===== config.mk =====
export PLATFORM = sky130hd
export DESIGN_NAME = binary_frame_parser_crc16
export DESIGN_NICKNAME = d
export VERILOG_FILES = /design/src/sv/bfp_pkg.sv /design/src/sv/bfp_cfg_regs.sv /design/src/sv/bfp_crc16.sv /design/src/sv/bfp_parser.sv /design/src/sv/binary_frame_parser_crc16.sv
export SDC_FILE = /design/constraint.sdc
export NUM_CORES = 1
export LEC_CHECK = 0
export ABC_CLOCK_PERIOD_IN_PS = 12470
export BUFFER_PORTS_ARGS = -buffer_cell sky130_fd_sc_hd__buf_2
export CORE_MARGIN = 1.5
export CORE_UTILIZATION = 30
export DETAILED_ROUTE_END_ITERATION = 8
export HOLD_SLACK_MARGIN = 0.15
export PLACE_DENSITY_LB_ADDON = 0.05
export SYNTH_ARGS = -nofsm -noshare
export SYNTH_HDL_FRONTEND = slang
export SYNTH_SLANG_ARGS = --single-unit

===== constraint.sdc =====
create_clock -name clk -period 12.47 [get_ports clk]
set_input_delay 2.494 -clock clk [delete_from_list [all_inputs] [get_ports clk]]
set_output_delay 2.494 -clock clk [all_outputs]
set_load 0.1 [all_outputs]

===== src/sv/bfp_pkg.sv =====
// Shared types and constants for the binary frame parser.
// No dependencies; every other file of the block imports this package.
`default_nettype none
package bfp_pkg;

    localparam int NUM_TYPES  = 5;
    localparam int SLOT_W     = 3;
    localparam int ADDR_W     = 5;
    localparam int DATA_W     = 32;

    localparam logic [7:0]  SYNC_BYTE = 8'h55;
    localparam logic [15:0] CRC_POLY  = 16'h1021;

    typedef logic [15:0] type_word_t;
    typedef type_word_t [NUM_TYPES-1:0] type_table_t;

    localparam type_table_t TYPE_RESET = {16'hFFFF, 16'd526, 16'd520, 16'd522, 16'd258};

    typedef enum logic [1:0] {
        EV_PAYLOAD  = 2'd0,
        EV_GOOD     = 2'd1,
        EV_CRC_ERR  = 2'd2,
        EV_UNKNOWN  = 2'd3
    } event_t;

    typedef enum logic [8:0] {
        PH_HUNT    = 9'b0_0000_0001,
        PH_TYPE_LO = 9'b0_0000_0010,
        PH_TYPE_HI = 9'b0_0000_0100,
        PH_SND_LO  = 9'b0_0000_1000,
        PH_SND_HI  = 9'b0_0001_0000,
        PH_LEN     = 9'b0_0010_0000,
        PH_PAYLOAD = 9'b0_0100_0000,
        PH_CRC_LO  = 9'b0_1000_0000,
        PH_CRC_HI  = 9'b1_0000_0000
    } phase_t;

    // Accepted message types, as seen by the parser.
    typedef struct packed {
        type_table_t accepted;
    } cfg_t;

endpackage
`default_nettype wire


===== src/sv/bfp_cfg_regs.sv =====
// APB-style register file holding the five accepted message types.
// Depends on bfp_pkg.
`default_nettype none
module bfp_cfg_regs (
    input  wire logic                       clk,
    input  wire logic                       rst_n,
    input  wire logic                       psel,
    input  wire logic                       penable,
    input  wire logic                       pwrite,
    input  wire logic [bfp_pkg::ADDR_W-1:0] paddr,
    input  wire logic [bfp_pkg::DATA_W-1:0] pwdata,
    output logic      [bfp_pkg::DATA_W-1:0] prdata,
    output logic                            pready,
    output bfp_pkg::cfg_t                   cfg
);
    import bfp_pkg::*;

    type_table_t types_reg;
    logic [ADDR_W-3:0] reg_idx;
    logic              wr_en;

    assign reg_idx = paddr[ADDR_W-1:2];
    assign wr_en   = psel && penable && pwrite;
    assign pready  = 1'b1;

    always_ff @(posedge clk or negedge rst_n)
    begin
        if (!rst_n)
        begin
            types_reg <= TYPE_RESET;
        end
        else if (wr_en && (reg_idx < (ADDR_W-2)'(NUM_TYPES)))
        begin
            types_reg[reg_idx] <= pwdata[15:0];
        end
    end

    always_comb
    begin
        prdata = '0;
        if (reg_idx < (ADDR_W-2)'(NUM_TYPES))
        begin
            prdata = {{(DATA_W-16){1'b0}}, types_reg[reg_idx]};
        end
    end

    assign cfg.accepted = types_reg;

endmodule
`default_nettype wire


===== src/sv/bfp_crc16.sv =====
// One-byte update of a CRC-16/XMODEM remainder (poly 0x1021, MSB first).
// Depends on bfp_pkg.
`default_nettype none
module bfp_crc16 (
    input  wire logic [15:0] crc_in,
    input  wire logic [7:0]  data_in,
    output logic      [15:0] crc_out
);
    import bfp_pkg::*;

    always_comb
    begin
        logic [15:0] c;
        c = crc_in ^ {data_in, 8'h00};
        for (int i = 0; i < 8; i++)
        begin
            if (c[15])
                c = {c[14:0], 1'b0} ^ CRC_POLY;
            else
                c = {c[14:0], 1'b0};
        end
        crc_out = c;
    end

endmodule
`default_nettype wire


===== src/sv/bfp_parser.sv =====
// Frame state machine, header capture, type match and result register.
// Depends on bfp_pkg and bfp_crc16.
`default_nettype none
module bfp_parser (
    input  wire logic          clk,
    input  wire logic          rst_n,
    input  bfp_pkg::cfg_t      cfg,
    input  wire logic          in_valid,
    output logic               in_stall,
    input  wire logic [7:0]    rx_byte,
    output logic               out_valid,
    input  wire logic          out_stall,
    output logic [1:0]         event_res,
    output logic [2:0]         type_slot,
    output logic [15:0]        frame_type,
    output logic [15:0]        frame_sender,
    output logic [7:0]         frame_length,
    output logic [7:0]         byte_index,
    output logic [7:0]         byte_value
);
    import bfp_pkg::*;

    phase_t            phase_reg, phase_next;
    logic [15:0]       type_reg, type_next;
    logic [15:0]       sender_reg, sender_next;
    logic [7:0]        length_reg, length_next;
    logic [7:0]        count_reg, count_next;
    logic [15:0]       crc_reg, crc_next;
    logic [7:0]        crc_lo_reg, crc_lo_next;
    logic [SLOT_W-1:0] slot_reg, slot_next;

    logic              out_valid_reg;
    event_t            event_reg, event_next;
    logic [SLOT_W-1:0] oslot_reg, oslot_next;
    logic [15:0]       otype_reg;
    logic [15:0]       osender_reg;
    logic [7:0]        olength_reg;
    logic [7:0]        oindex_reg, oindex_next;
    logic [7:0]        ovalue_reg, ovalue_next;

    logic [15:0]       crc_fed;
    logic              emit;
    logic              accept;
    logic              hit;
    logic [SLOT_W-1:0] hit_slot;

    bfp_crc16 u_crc (
        .crc_in  (crc_reg),
        .data_in (rx_byte),
        .crc_out (crc_fed)
    );

    // A request may produce a result, so hold input while the result slot is blocked.
    assign in_stall = out_valid_reg && out_stall;
    assign accept   = in_valid && !in_stall;

    // Lowest-numbered matching type wins.
    always_comb
    begin
        hit      = 1'b0;
        hit_slot = '0;
        for (int i = NUM_TYPES - 1; i >= 0; i--)
        begin
            if (cfg.accepted[i] == type_reg)
            begin
                hit      = 1'b1;
                hit_slot = SLOT_W'(i);
            end
        end
    end

    always_comb
    begin
        phase_next  = phase_reg;
        type_next   = type_reg;
        sender_next = sender_reg;
        length_next = length_reg;
        count_next  = count_reg;
        crc_next    = crc_reg;
        crc_lo_next = crc_lo_reg;
        slot_next   = slot_reg;
        emit        = 1'b0;
        event_next  = EV_PAYLOAD;
        oslot_next  = '0;
        oindex_next = '0;
        ovalue_next = '0;
        unique case (phase_reg)
            PH_TYPE_LO:
            begin
                type_next  = {8'h00, rx_byte};
                crc_next   = crc_fed;
                phase_next = PH_TYPE_HI;
            end
            PH_TYPE_HI:
            begin
                type_next  = {rx_byte, type_reg[7:0]};
                crc_next   = crc_fed;
                phase_next = PH_SND_LO;
            end
            PH_SND_LO:
            begin
                sender_next = {8'h00, rx_byte};
                crc_next    = crc_fed;
                phase_next  = PH_SND_HI;
            end
            PH_SND_HI:
            begin
                sender_next = {rx_byte, sender_reg[7:0]};
                crc_next    = crc_fed;
                phase_next  = PH_LEN;
            end
            PH_LEN:
            begin
                length_next = rx_byte;
                crc_next    = crc_fed;
                count_next  = '0;
                if (hit)
                begin
                    slot_next  = hit_slot;
                    phase_next = (rx_byte == 8'h00) ? PH_CRC_LO : PH_PAYLOAD;
                end
                else
                begin
                    // Unknown type: flag once and resync.
                    emit       = 1'b1;
                    event_next = EV_UNKNOWN;
                    phase_next = PH_HUNT;
                end
            end
            PH_PAYLOAD:
            begin
                crc_next    = crc_fed;
                emit        = 1'b1;
                event_next  = EV_PAYLOAD;
                oslot_next  = slot_reg;
                oindex_next = count_reg;
                ovalue_next = rx_byte;
                count_next  = count_reg + 8'd1;
                if (count_next == length_reg)
                    phase_next = PH_CRC_LO;
            end
            PH_CRC_LO:
            begin
                crc_lo_next = rx_byte;
                phase_next  = PH_CRC_HI;
            end
            PH_CRC_HI:
            begin
                emit       = 1'b1;
                event_next = ({rx_byte, crc_lo_reg} == crc_reg) ? EV_GOOD : EV_CRC_ERR;
                oslot_next = slot_reg;
                phase_next = PH_HUNT;
            end
            default:
            begin
                // Hunting, or an unused code: drop everything but the preamble.
                phase_next = PH_HUNT;
                if (rx_byte == SYNC_BYTE)
                begin
                    type_next   = '0;
                    sender_next = '0;
                    length_next = '0;
                    count_next  = '0;
                    crc_next    = '0;
                    phase_next  = PH_TYPE_LO;
                end
            end
        endcase
    end

    always_ff @(posedge clk or negedge rst_n)
    begin
        if (!rst_n)
        begin
            phase_reg  <= PH_HUNT;
            type_reg   <= '0;
            sender_reg <= '0;
            length_reg <= '0;
            count_reg  <= '0;
            crc_reg    <= '0;
            crc_lo_reg <= '0;
            slot_reg   <= '0;
        end
        else if (accept)
        begin
            phase_reg  <= phase_next;
            type_reg   <= type_next;
            sender_reg <= sender_next;
            length_reg <= length_next;
            count_reg  <= count_next;
            crc_reg    <= crc_next;
            crc_lo_reg <= crc_lo_next;
            slot_reg   <= slot_next;
        end
    end

    always_ff @(posedge clk or negedge rst_n)
    begin
        if (!rst_n)
            out_valid_reg <= 1'b0;
        else if (accept && emit)
            out_valid_reg <= 1'b1;
        else if (out_valid_reg && !out_stall)
            out_valid_reg <= 1'b0;
    end

    always_ff @(posedge clk)
    begin
        if (accept && emit)
        begin
            event_reg   <= event_next;
            oslot_reg   <= oslot_next;
            otype_reg   <= type_next;
            osender_reg <= sender_next;
            olength_reg <= length_next;
            oindex_reg  <= oindex_next;
            ovalue_reg  <= ovalue_next;
        end
    end

    assign out_valid    = out_valid_reg;
    assign event_res    = event_reg;
    assign type_slot    = oslot_reg;
    assign frame_type   = otype_reg;
    assign frame_sender = osender_reg;
    assign frame_length = olength_reg;
    assign byte_index   = oindex_reg;
    assign byte_value   = ovalue_reg;

endmodule
`default_nettype wire


===== src/sv/binary_frame_parser_crc16.sv =====
// Top level of the binary frame parser with CRC-16/XMODEM check.
// Depends on bfp_pkg, bfp_cfg_regs and bfp_parser.
//
// One received byte is taken per cycle unless stalled: the frame state machine,
// the type match and the one-byte CRC update all finish in the cycle the byte is
// taken, and a result register sits between the parser and the output channel.
// A frame is 0x55, type (2 bytes LE), sender (2 bytes LE), length, payload, CRC
// (2 bytes LE). Each payload byte comes out as event 0 with its index; the CRC
// bytes yield event 1 (good) or 2 (CRC error, drop the payload); a type that
// matches none of the five accepted-type registers yields event 3 at the length
// byte and the parser resyncs. Registers sit at byte addresses 0, 4, 8, 12, 16
// and should be written only while no frame is in flight.
`default_nettype none
module binary_frame_parser_crc16 (
    input  wire logic                       clk,
    input  wire logic                       rst_n,
    input  wire logic                       psel,
    input  wire logic                       penable,
    input  wire logic                       pwrite,
    input  wire logic [bfp_pkg::ADDR_W-1:0] paddr,
    input  wire logic [bfp_pkg::DATA_W-1:0] pwdata,
    output logic      [bfp_pkg::DATA_W-1:0] prdata,
    output logic                            pready,
    input  wire logic                       in_valid,
    output logic                            in_stall,
    input  wire logic [7:0]                 rx_byte,
    output logic                            out_valid,
    input  wire logic                       out_stall,
    output logic [1:0]                      event_res,
    output logic [2:0]                      type_slot,
    output logic [15:0]                     frame_type,
    output logic [15:0]                     frame_sender,
    output logic [7:0]                      frame_length,
    output logic [7:0]                      byte_index,
    output logic [7:0]                      byte_value
);
    import bfp_pkg::*;

    cfg_t cfg;

    bfp_cfg_regs u_cfg (
        .clk     (clk),
        .rst_n   (rst_n),
        .psel    (psel),
        .penable (penable),
        .pwrite  (pwrite),
        .paddr   (paddr),
        .pwdata  (pwdata),
        .prdata  (prdata),
        .pready  (pready),
        .cfg     (cfg)
    );

    bfp_parser u_parser (
        .clk          (clk),
        .rst_n        (rst_n),
        .cfg          (cfg),
        .in_valid     (in_valid),
        .in_stall     (in_stall),
        .rx_byte      (rx_byte),
        .out_valid    (out_valid),
        .out_stall    (out_stall),
        .event_res    (event_res),
        .type_slot    (type_slot),
        .frame_type   (frame_type),
        .frame_sender (frame_sender),
        .frame_length (frame_length),
        .byte_index   (byte_index),
        .byte_value   (byte_value)
    );

endmodule
`default_nettype wire


==> out/summary.txt, run 1 <==
status: complete, no violations
CTS tree: done
die area: 39,200 sq um
FP Rows: 71
Root Buffer: clkbuf_16
Async S/R FF share, synth: 0.7301
Max rail drop VDD: 91.85 uV
Placed Cells: 1,499
GRT Total Usage: 0.1772
CP Capture Type: output pin
Buffers on Ports: 112
Synth Register Bits: 226
Slew Limit Fails: 0
setup bufs post-CTS: 0
syn_area_per_cell: 12.11 sq um
I/O Pins: 148
drt wl/cell: 22.27 microns
worst-margin pin slew: 1168 ps
area delta synth->final: 16.11%
CP dominant cell by count: buf_2
Seq/Total Area, Yosys: 0.5256
max reg flops: 80
vias in the first global route: 7,882
Yosys Warn Count: 0
Die Ht: 198.0 microns
Inserted Clock Buffers: 28
Post-synth EDFFs: 61
largest net degree at the start of global routing: 59
die width: 198.0 microns
Post-Route WL: 34,550 microns
area leader, netlist: dfrtp_1
CTS hold repair buffers: 0
Max-Cap Viols: 0
Max Fanout on Critical Path: 23
diodes inserted: 0
Fmax achieved: 0.1332 GHz
GR Overflow Total: 0
setup TNS: 0 ps
Vias/cell: 5.052
top cell type's share of synthesized area: 0.3005
Data required, critical path: 9980 ps
pwr dens: 150.8 nW/um^2
core footprint: 37,580 sq um
starting density of the core: 0.3036
crit path DAT: 5010 ps
leakage power: 5.515 nW
Clk Latency, worst-skew pair: 550 ps
top post-synthesis cells by area: dfrtp_1, edfxtp_1, mux2_2
initial antenna violation count: 0
final worst path period share: 0.6021
via count: 7,836
Hold WC Path Type: reg -> reg
Detail Placement HPWL: 22,540 microns
CP startpoint kind: input port
Final nets: 1,071
PnR Total Power: 1.998 mW
final hold vios: 0
fill count: 3,763
synth unique cells: 60
Worst path max stage delay: 990 ps
Sink Count: 226
Cell Count, Final, Fillers Out: 1,551
Initial DRC Count: 444
CTS H-tree depth: 1
clk_skew: 13.37 ps
min Tclk post-route: 7508 ps
drt pass-1 iters: 5
kind of critical path: in -> out
layout cells sized above 1: 0.2990
Routed Antenna Nets: 0
final setup vio count: 0
top_reg_cell synth: dfrtp_1
maximum clock path buffer count: 3
Cell Area, Synth: 11,410 sq um
drt drc: 0
Crit-path slowest cell: nor2b_2
clock slew at reported path FFs: 60 ps
cell family with most CP delay: buffers and inverters
most frequent cells in the layout: dfrtp_1, buf_2, mux2_2
Slew headroom: 0.2214
leading cell type in the layout, fill and taps excluded: dfrtp_1
RSZ-0062 raised after global routing: false
crit-path cells: buf_2 -> nor2b_2 -> a22oi_1 -> o22ai_1 -> buf_2
Crit path buffers/inverters: 2
first-pass GRT wire length: 51,940 microns
GPL Wtd Cong: 0.7482
Syn Inst Count: 942
post_cts resized: 0
[cells by family after synthesis]
logic type / count (synthesis) / share of synthesized area
XOR/XNOR: 128 / 0.09828
multiplexers: 108 / 0.1065
buffers and inverters: 99 / 0.04168
other: 2 / 0.0006584
adder cells (fa/ha/maj): 1 / 0.001097
AND/OR/NAND/NOR: 180 / 0.09060
flip-flops: 226 / 0.5256
AO/OA/AOI/OAI: 198 / 0.1356
[metal layers]
layer / track usage / vias up / part of all wire
met4: 0.03647 / 0 / 0.013
met1: 0.2694 / 4015 / 0.51
met5: 0 / - / 0
met3: 0.02589 / 32 / 0.040
met2: 0.2646 / 159 / 0.44
li1: - / 3630 / -
[final cells by class]
type	count	area, sq um	area share
Clock buffer	40	798.3	0.06027
Timing Repair Buffer	122	641.9	0.04846
Sequential cell	226	5996	0.4527
Clock inverter	12	107.6	0.008124
Tap cell	511	639.4	0.04827
Inverter	8	30.03	0.002267
Multi-Input combinational cell	632	5032	0.3799
[per-stage QoR]
stage / setup WS (ps) / hold WS (ps) / utilization / instance area, sq um
after floorplan: 5069 / 466.2 / - / 11460
after global placement: 4963 / 474.2 / 0.3284 / 12340
after detailed placement: 4937 / 481.6 / 0.3284 / 12340
after CTS: 4932 / 495.1 / 0.3525 / 13250
after global routing: 4869 / 498.5 / 0.3525 / 13250
final: 4962 / 491.6 / 0.3525 / 13250
[cells in the mapped netlist, types with 3 or more instances]
cell type,number
dfrtp_1,137
mux2_2,105
xnor2_1,82
a22o_1,64
clkbuf_1,61
edfxtp_1,61
xor2_1,46
a22oi_1,32
nand2_1,29
dfstp_2,28
nor2_1,27
nand4_1,25
and2_1,23
o31ai_1,19
buf_4,18
o21ai_0,18
a32o_1,17
nand3_1,17
o22ai_1,16
nor4_1,14
inv_1,8
nor2b_1,7
nor3_1,6
a21oi_1,5
buf_2,5
or4_1,5
and3_1,4
buf_6,4
a211o_1,3
a21o_1,3
a31oi_1,3
buf_1,3
nand2b_1,3
nor3b_1,3
nor4b_1,3
nor4b_2,3
o211ai_1,3
or3_1,3
[where the power goes]
part / switching, mW / internal, mW
clock network: 0.328 / 0.484
logic: 0.196 / 0.112
registers: 0.0528 / 0.826
total: 0.577 / 1.42
[worst paths after layout]
path                                        startpoint                       end  slack [ps]  depth (start not counted)
min in group asynchronous                        rst_n      u_parser.crc_reg[14]        1930                          1
worst max-delay path                          paddr[3]                prdata[11]        4960                          5
worst max register to register   u_parser.type_reg[13]  u_parser.frame_sender[5]        8570                          7
worst min-delay path            u_parser.sender_reg[8]    u_parser.sender_reg[8]         490                          1
max in group asynchronous                        rst_n              u_cfg.cfg[9]        9310                          2
worst min register to register  u_parser.sender_reg[8]    u_parser.sender_reg[8]         490                          1
Power figures use the tool's default switching activity.
==> inputs of run 2 (changes only) <==
ABC_AREA = 1   (was not set)
ABC_CLOCK_PERIOD_IN_PS = 7800   (was 12470)
clock period = 7.8 ns   (was 12.47 ns; I/O delays follow)
==> out/summary.txt, run 2 <==
Routed Antenna Nets: 0 (unchanged)
crit path DAT: 3770 ps (was 5010 ps)
Sink Count: 226 (unchanged)
CP startpoint kind: input port (unchanged)
GRT Total Usage: 0.1770 (was 0.1772)
die area: 41,870 sq um (was 39,200 sq um)
core footprint: 39,910 sq um (was 37,580 sq um)
Seq/Total Area, Yosys: 0.4916 (was 0.5256)
final hold vios: 0 (unchanged)
FP Rows: 73 (was 71)
clock slew at reported path FFs: 60 ps (about the same)
worst-margin pin slew: 1094 ps (was 1168 ps)
worst hold start: u_parser.slot_reg[0] (was u_parser.sender_reg[8])
most numerous cell in the Yosys netlist: nand2_1 (was dfrtp_1)
first-pass GRT wire length: 56,810 microns (was 51,940 microns)
Data required, critical path: 6240 ps (was 9980 ps)
area of the multi-input gates: 5211 sq um (was 5032 sq um)
DR top layer: met4 (unchanged)
Initial DRC Count: 494 (was 444)
Detail Placement HPWL: 24,860 microns (was 22,540 microns)
setup TNS: 0 ps (unchanged)
CTS H-tree depth: 1 (unchanged)
DP Area: 13,100 sq um (was 12,340 sq um)
kind of critical path: in -> out (unchanged)
final non-filler cell area: 14,020 sq um (was 13,250 sq um)
status: complete, no violations (unchanged)
die width: 204.6 microns (was 198.0 microns)
top_reg_cell synth: dfrtp_1 (unchanged)
GR Overflow Total: 0 (unchanged)
final worst path period share: 0.6835
Async S/R FF share, synth: 0.7301 (unchanged)
Buffers on Ports: 112 (unchanged)
pwr dens: 251.0 nW/um^2 (was 150.8 nW/um^2)
Max Fanout on Critical Path: 17 (was 23)
leakage power: 6.712 nW (was 5.515 nW)
Clk Latency, worst-skew pair: 560 ps (was 550 ps)
layout cells sized above 1: 0.1584 (was 0.2990)
fill count: 4,224 (was 3,763)
I/O Pins: 148 (unchanged)
RSZ-0062 raised after global routing: false (unchanged)
Inserted Clock Buffers: 29 (was 28)
syn_area_per_cell: 7.935 sq um (was 12.11 sq um)
Syn Inst Count: 1,537 (was 942)
largest net degree at the start of global routing: 65 (was 59)
Max-Cap Viols: 0 (unchanged)
starting density of the core: 0.3055 (was 0.3036)
vias in the first global route: 9,589 (was 7,882)
Synth Register Bits: 226 (unchanged)
CP Capture Type: output pin (unchanged)
top post-synthesis cells by area: dfrtp_1, nand2_1, edfxtp_1 (was dfrtp_1, edfxtp_1, mux2_2)
via count: 9,946 (was 7,836)
drt drc: 0 (unchanged)
Final nets: 1,672 (was 1,071)
leading cell type in the layout, fill and taps excluded: nand2_1 (was dfrtp_1)
min Tclk post-route: 5331 ps
Post-synth EDFFs: 61 (unchanged)
area leader, netlist: dfrtp_1 (unchanged)
Die Ht: 204.6 microns (was 198.0 microns)
initial antenna violation count: 0 (unchanged)
WL met1: 16,620 microns (was 17,530 microns)
setup bufs post-CTS: 0 (unchanged)
Max rail drop VDD: 186.2 uV (was 91.85 uV)
post_cts resized: 0 (unchanged)
Post-Place Worst Slack: 2516 ps (was 4937 ps)
Slew Limit Fails: 0 (unchanged)
top cell type's share of synthesized area: 0.2811 (was 0.3005)
Post-Route WL: 36,340 microns (was 34,550 microns)
Worst Hold End: u_parser.slot_reg[0] (was u_parser.sender_reg[8])
area delta synth->final: 14.93% (was 16.11%)
synth unique cells: 46 (was 60)
CTS hold repair buffers: 0 (unchanged)
clk_skew: 21.14 ps (was 13.37 ps)
most frequent cells in the layout: nand2_1, inv_1, dfrtp_1 (was dfrtp_1, buf_2, mux2_2)
Slew headroom: 0.2689 (was 0.2214)
final setup vio count: 0 (unchanged)
Hold WC Path Type: reg -> reg (unchanged)
register area: 5996 sq um (unchanged)
Commonest cells post-synth: nand2_1, inv_1, dfrtp_1, o21ai_0, nor2_1 (was dfrtp_1, mux2_2, xnor2_1, a22o_1)
WL met2: 17,630 microns (was 15,190 microns)
FF-to-FF End: u_parser.byte_value[1] (was u_parser.frame_sender[5])
Fmax achieved: 0.1876 GHz
Final WS setup: 2469 ps (was 4962 ps)
Root Buffer: clkbuf_16 (unchanged)
GPL Wtd Cong: 0.7943 (was 0.7482)
Cell Area, Synth: 12,200 sq um (was 11,410 sq um)
R2R Path Start: u_parser.phase_reg[3] (was u_parser.type_reg[13])
CTS tree: done (unchanged)
max reg flops: 80 (unchanged)
Reg2Reg Depth: 10 (was 7)
drt wl/cell: 16.77 microns (was 22.27 microns)
Yosys Warn Count: 0 (unchanged)
maximum clock path buffer count: 3 (unchanged)
hold path depth: 2 (was 1)
met3 WL: 1455 microns (was 1380 microns)
drt pass-1 iters: 6 (was 5)
flop2flop setup slack: 4360 ps (was 8570 ps)
Vias/cell: 4.590 (was 5.052)
[run 2: cell count changes after synthesis, moves of 23 or more]
cell      before  now
a22o_1        64    0
a22oi_1       32    1
and2_1        23    0
clkbuf_1      61   27
inv_1          8  139
mux2_2       105    1
nand2_1       29  594
nand3_1       17   71
nor2_1        27   90
o21ai_0       18   91
xnor2_1       82   20
[run 2: kinds of logic (layout without fill, tap and decap cells)]
| kind of cell | count (synthesis) | in the layout | synth area share |
|---|---|---|---|
| flip-flops | 226 | 226 | 0.4916 |
| buffers and inverters | 243 | 332 | 0.08792 |
| AO/OA/AOI/OAI | 171 | 171 | 0.08238 |
| AND/OR/NAND/NOR | 829 | 829 | 0.2895 |
| multiplexers | 1 | 1 | 0.0009233 |
| adder cells (fa/ha/maj) | 1 | 1 | 0.001026 |
| XOR/XNOR | 64 | 64 | 0.04596 |
| other | 2 | 18 | 0.0006158 |
[run 2: metrics by stage]
step	power (mW)	instances	hold WS, ps	util
2_1_floorplan	2.053	1552	453.0	-
3_3_place_gp	2.228	2113	478.8	0.3281
3_5_place_dp	2.233	2113	479.9	0.3281
4_1_cts	3.578	2166	494.0	0.3511
5_1_grt	3.722	2166	508.3	0.3511
6_report	3.518	2167	486.9	0.3511
[run 2: where the power goes]
group          switching [mW]  total [mW]  internal, mW
clock                   0.532        1.31         0.783
combinational           0.477       0.678         0.201
sequential              0.136        1.52          1.39
[run 2: how the worst max path moves through the flow]
| stage | from | end | slack, ps | cells past startpoint |
|---|---|---|---|---|
| 4_1_cts | paddr[3] | prdata[2] | 2510 | 7 |
| 6_report | paddr[3] | prdata[6] | 2470 | 7 |
| 3_3_place_gp | paddr[3] | prdata[2] | 2530 | 7 |
| 3_5_place_dp | paddr[3] | prdata[2] | 2520 | 7 |
| 2_1_floorplan | paddr[4] | prdata[10] | 2540 | 6 |
| 5_1_grt | paddr[3] | prdata[15] | 2300 | 7 |
[run 2: area by class of cell]
type,count,share of cell area
Sequential cell,226,0.4278
Timing Repair Buffer,122,0.04580
Clock buffer,34,0.05383
Antenna cell,1,0.0001785
Tap cell,525,0.04687
Multi-Input combinational cell,1083,0.3718
Inverter,157,0.04205
Clock inverter,19,0.01169
[run 2: critical path: stages]
cell	delay (ps)
buf_2	100
inv_1	150
nand3_1	800
o22ai_1	400
a21oi_1	80
o221ai_1	170
buf_2	510
[run 2: layer usage]
metal | global-route usage | up-vias
met5 | 0 | -
met4 | 0.04333 | 0
met3 | 0.01973 | 48
met2 | 0.3021 | 198
met1 | 0.2382 | 4672
li1 | - | 5028
==> inputs of run 3 (changes only) <==
ABC_CLOCK_PERIOD_IN_PS = 4400   (was 7800)
clock period = 4.4 ns   (was 7.8 ns; I/O delays follow)
==> out/summary.txt, run 3 (synthesis results as in run 2) <==
drt drc: 0 (unchanged)
kind of critical path: in -> out (unchanged)
final hold vios: 0 (unchanged)
crit path DAT: 2810 ps (was 3770 ps)
Slew headroom: 0.4243 (was 0.2689)
die width: 204.6 microns (unchanged)
Cell Count, Final, Fillers Out: 2,171 (was 2,167)
leakage power: 6.774 nW (was 6.712 nW)
PnR Total Power: 6.329 mW (was 3.518 mW)
GPL Wtd Cong: 0.7881 (was 0.7943)
CTS hold repair buffers: 0 (unchanged)
Max-Cap Viols: 0 (unchanged)
RSZ-0062 raised after global routing: false (unchanged)
Max Fanout on Critical Path: 12 (was 17)
Routed Antenna Nets: 0 (unchanged)
setup bufs post-CTS: 0 (unchanged)
Post-Route WL: 36,450 microns (was 36,340 microns)
pwr dens: 447.9 nW/um^2 (was 251.0 nW/um^2)
Buffers on Ports: 112 (unchanged)
leading cell type in the layout, fill and taps excluded: nand2_1 (unchanged)
Sink Count: 226 (unchanged)
Placed Cells: 2,120 (was 2,113)
Root Buffer: clkbuf_16 (unchanged)
FP Rows: 73 (unchanged)
die area: 41,870 sq um (unchanged)
Data required, critical path: 3520 ps (was 6240 ps)
Max rail drop VDD: 242.5 uV (was 186.2 uV)
starting density of the core: 0.3055 (unchanged)
Die Ht: 204.6 microns (unchanged)
core footprint: 39,910 sq um (unchanged)
I/O Pins: 148 (unchanged)
final worst path period share: 0.8382
most frequent cells in the layout: nand2_1, inv_1, dfrtp_1 (unchanged)
status: complete, no violations (unchanged)
Vias/cell: 4.571 (was 4.590)
clk_skew: 15.08 ps (was 21.14 ps)
diodes inserted: 0 (was 1)
CTS tree: done (unchanged)
setup TNS: 0 ps (unchanged)
CTS H-tree depth: 1 (unchanged)
fill count: 4,189 (was 4,224)
area of the multi-input gates: 5205 sq um (was 5211 sq um)
GR Overflow Total: 0 (unchanged)
maximum clock path buffer count: 3 (unchanged)
register area: 5996 sq um (unchanged)
final setup vio count: 0 (unchanged)
post_cts resized: 0 (unchanged)
max reg flops: 80 (unchanged)
layout cells sized above 1: 0.1634 (was 0.1584)
Final nets: 1,679 (was 1,672)
Hold WC Path Type: in -> async (was reg -> reg)
Detail Placement HPWL: 24,820 microns (was 24,860 microns)
initial antenna violation count: 1 (was 0)
Final Util: 0.3540 (was 0.3511)
Slew Limit Fails: 0 (unchanged)
Clk Latency, worst-skew pair: 560 ps (about the same)
drt wl/cell: 16.79 microns (was 16.77 microns)
via count: 9,924 (was 9,946)
drt pass-1 iters: 5 (was 6)
DP Area: 13,170 sq um (was 13,100 sq um)
final non-filler cell area: 14,130 sq um (was 14,020 sq um)
GRT Total Usage: 0.1760 (was 0.1770)
Inserted Clock Buffers: 29 (unchanged)
vias in the first global route: 9,698 (was 9,589)
Fmax achieved: 0.2711 GHz
Initial DRC Count: 476 (was 494)
first-pass GRT wire length: 56,320 microns (was 56,810 microns)
largest net degree at the start of global routing: 81 (was 65)
area delta synth->final: 15.86% (was 14.93%)
CP Capture Type: output pin (unchanged)
clock slew at reported path FFs: 60 ps (about the same)
CP startpoint kind: input port (unchanged)
min Tclk post-route: 3688 ps
worst-margin pin slew: 863.6 ps (was 1094 ps)
## run 3: cell count changes in the layout (fill, tap and decap cells not counted), sizes merged
cell	delta
clkinv	-10
clkbuf	+9
clkinvlp	-1
buf	+7
diode	-1
## run 3: final timing paths
kind / endpoint / start / cells after the start / slack (ps)
max reg2reg: u_parser.byte_value[2] / u_parser.phase_reg[3] / 10 / 1550
max in group asynchronous: u_cfg.cfg[70] / rst_n / 2 / 2970
max: prdata[9] / paddr[4] / 7 / 710
min: u_parser.crc_lo_reg[3] / rst_n / 1 / 410
min in group clk: u_parser.slot_reg[0] / u_parser.slot_reg[0] / 2 / 490
min reg2reg: u_parser.slot_reg[0] / u_parser.slot_reg[0] / 2 / 490
## run 3: per-stage QoR
stage	hold WS, ps	worst slack (ps)
5_1_grt	464.8	631.7
3_3_place_gp	478.7	688.4
2_1_floorplan	453.0	495.0
3_5_place_dp	487.8	700.6
4_1_cts	443.2	696.9
6_report	408.9	712.0
## run 3: report_power, final
part	switching [mW]	internal (mW)	total, mW
sequential	0.236	2.46	2.70
clock	0.934	1.49	2.43
combinational	0.846	0.360	1.21
## run 3: worst max-delay path, stage by stage
cell	delay (ps)
buf_2	130
inv_1	80
nand2_1	50
nor2_1	90
clkinv_1	540
o221ai_1	530
buf_2	500
## run 3: final cells by class
cell class | instances | area share
Tap cell | 525 | 0.04649
Clock inverter | 8 | 0.008147
Multi-Input combinational cell | 1083 | 0.3684
Timing Repair Buffer | 129 | 0.05092
Inverter | 157 | 0.04171
Sequential cell | 226 | 0.4243
Clock buffer | 43 | 0.06004
## run 3: per-layer routing
layer	global-route usage	routed length (microns)	vias up
met4	0.04832	989	2
met5	0	13	-
met2	0.3033	17610	182
met1	0.2299	16600	4647
li1	-	-	5036
met3	0.02339	1237	57
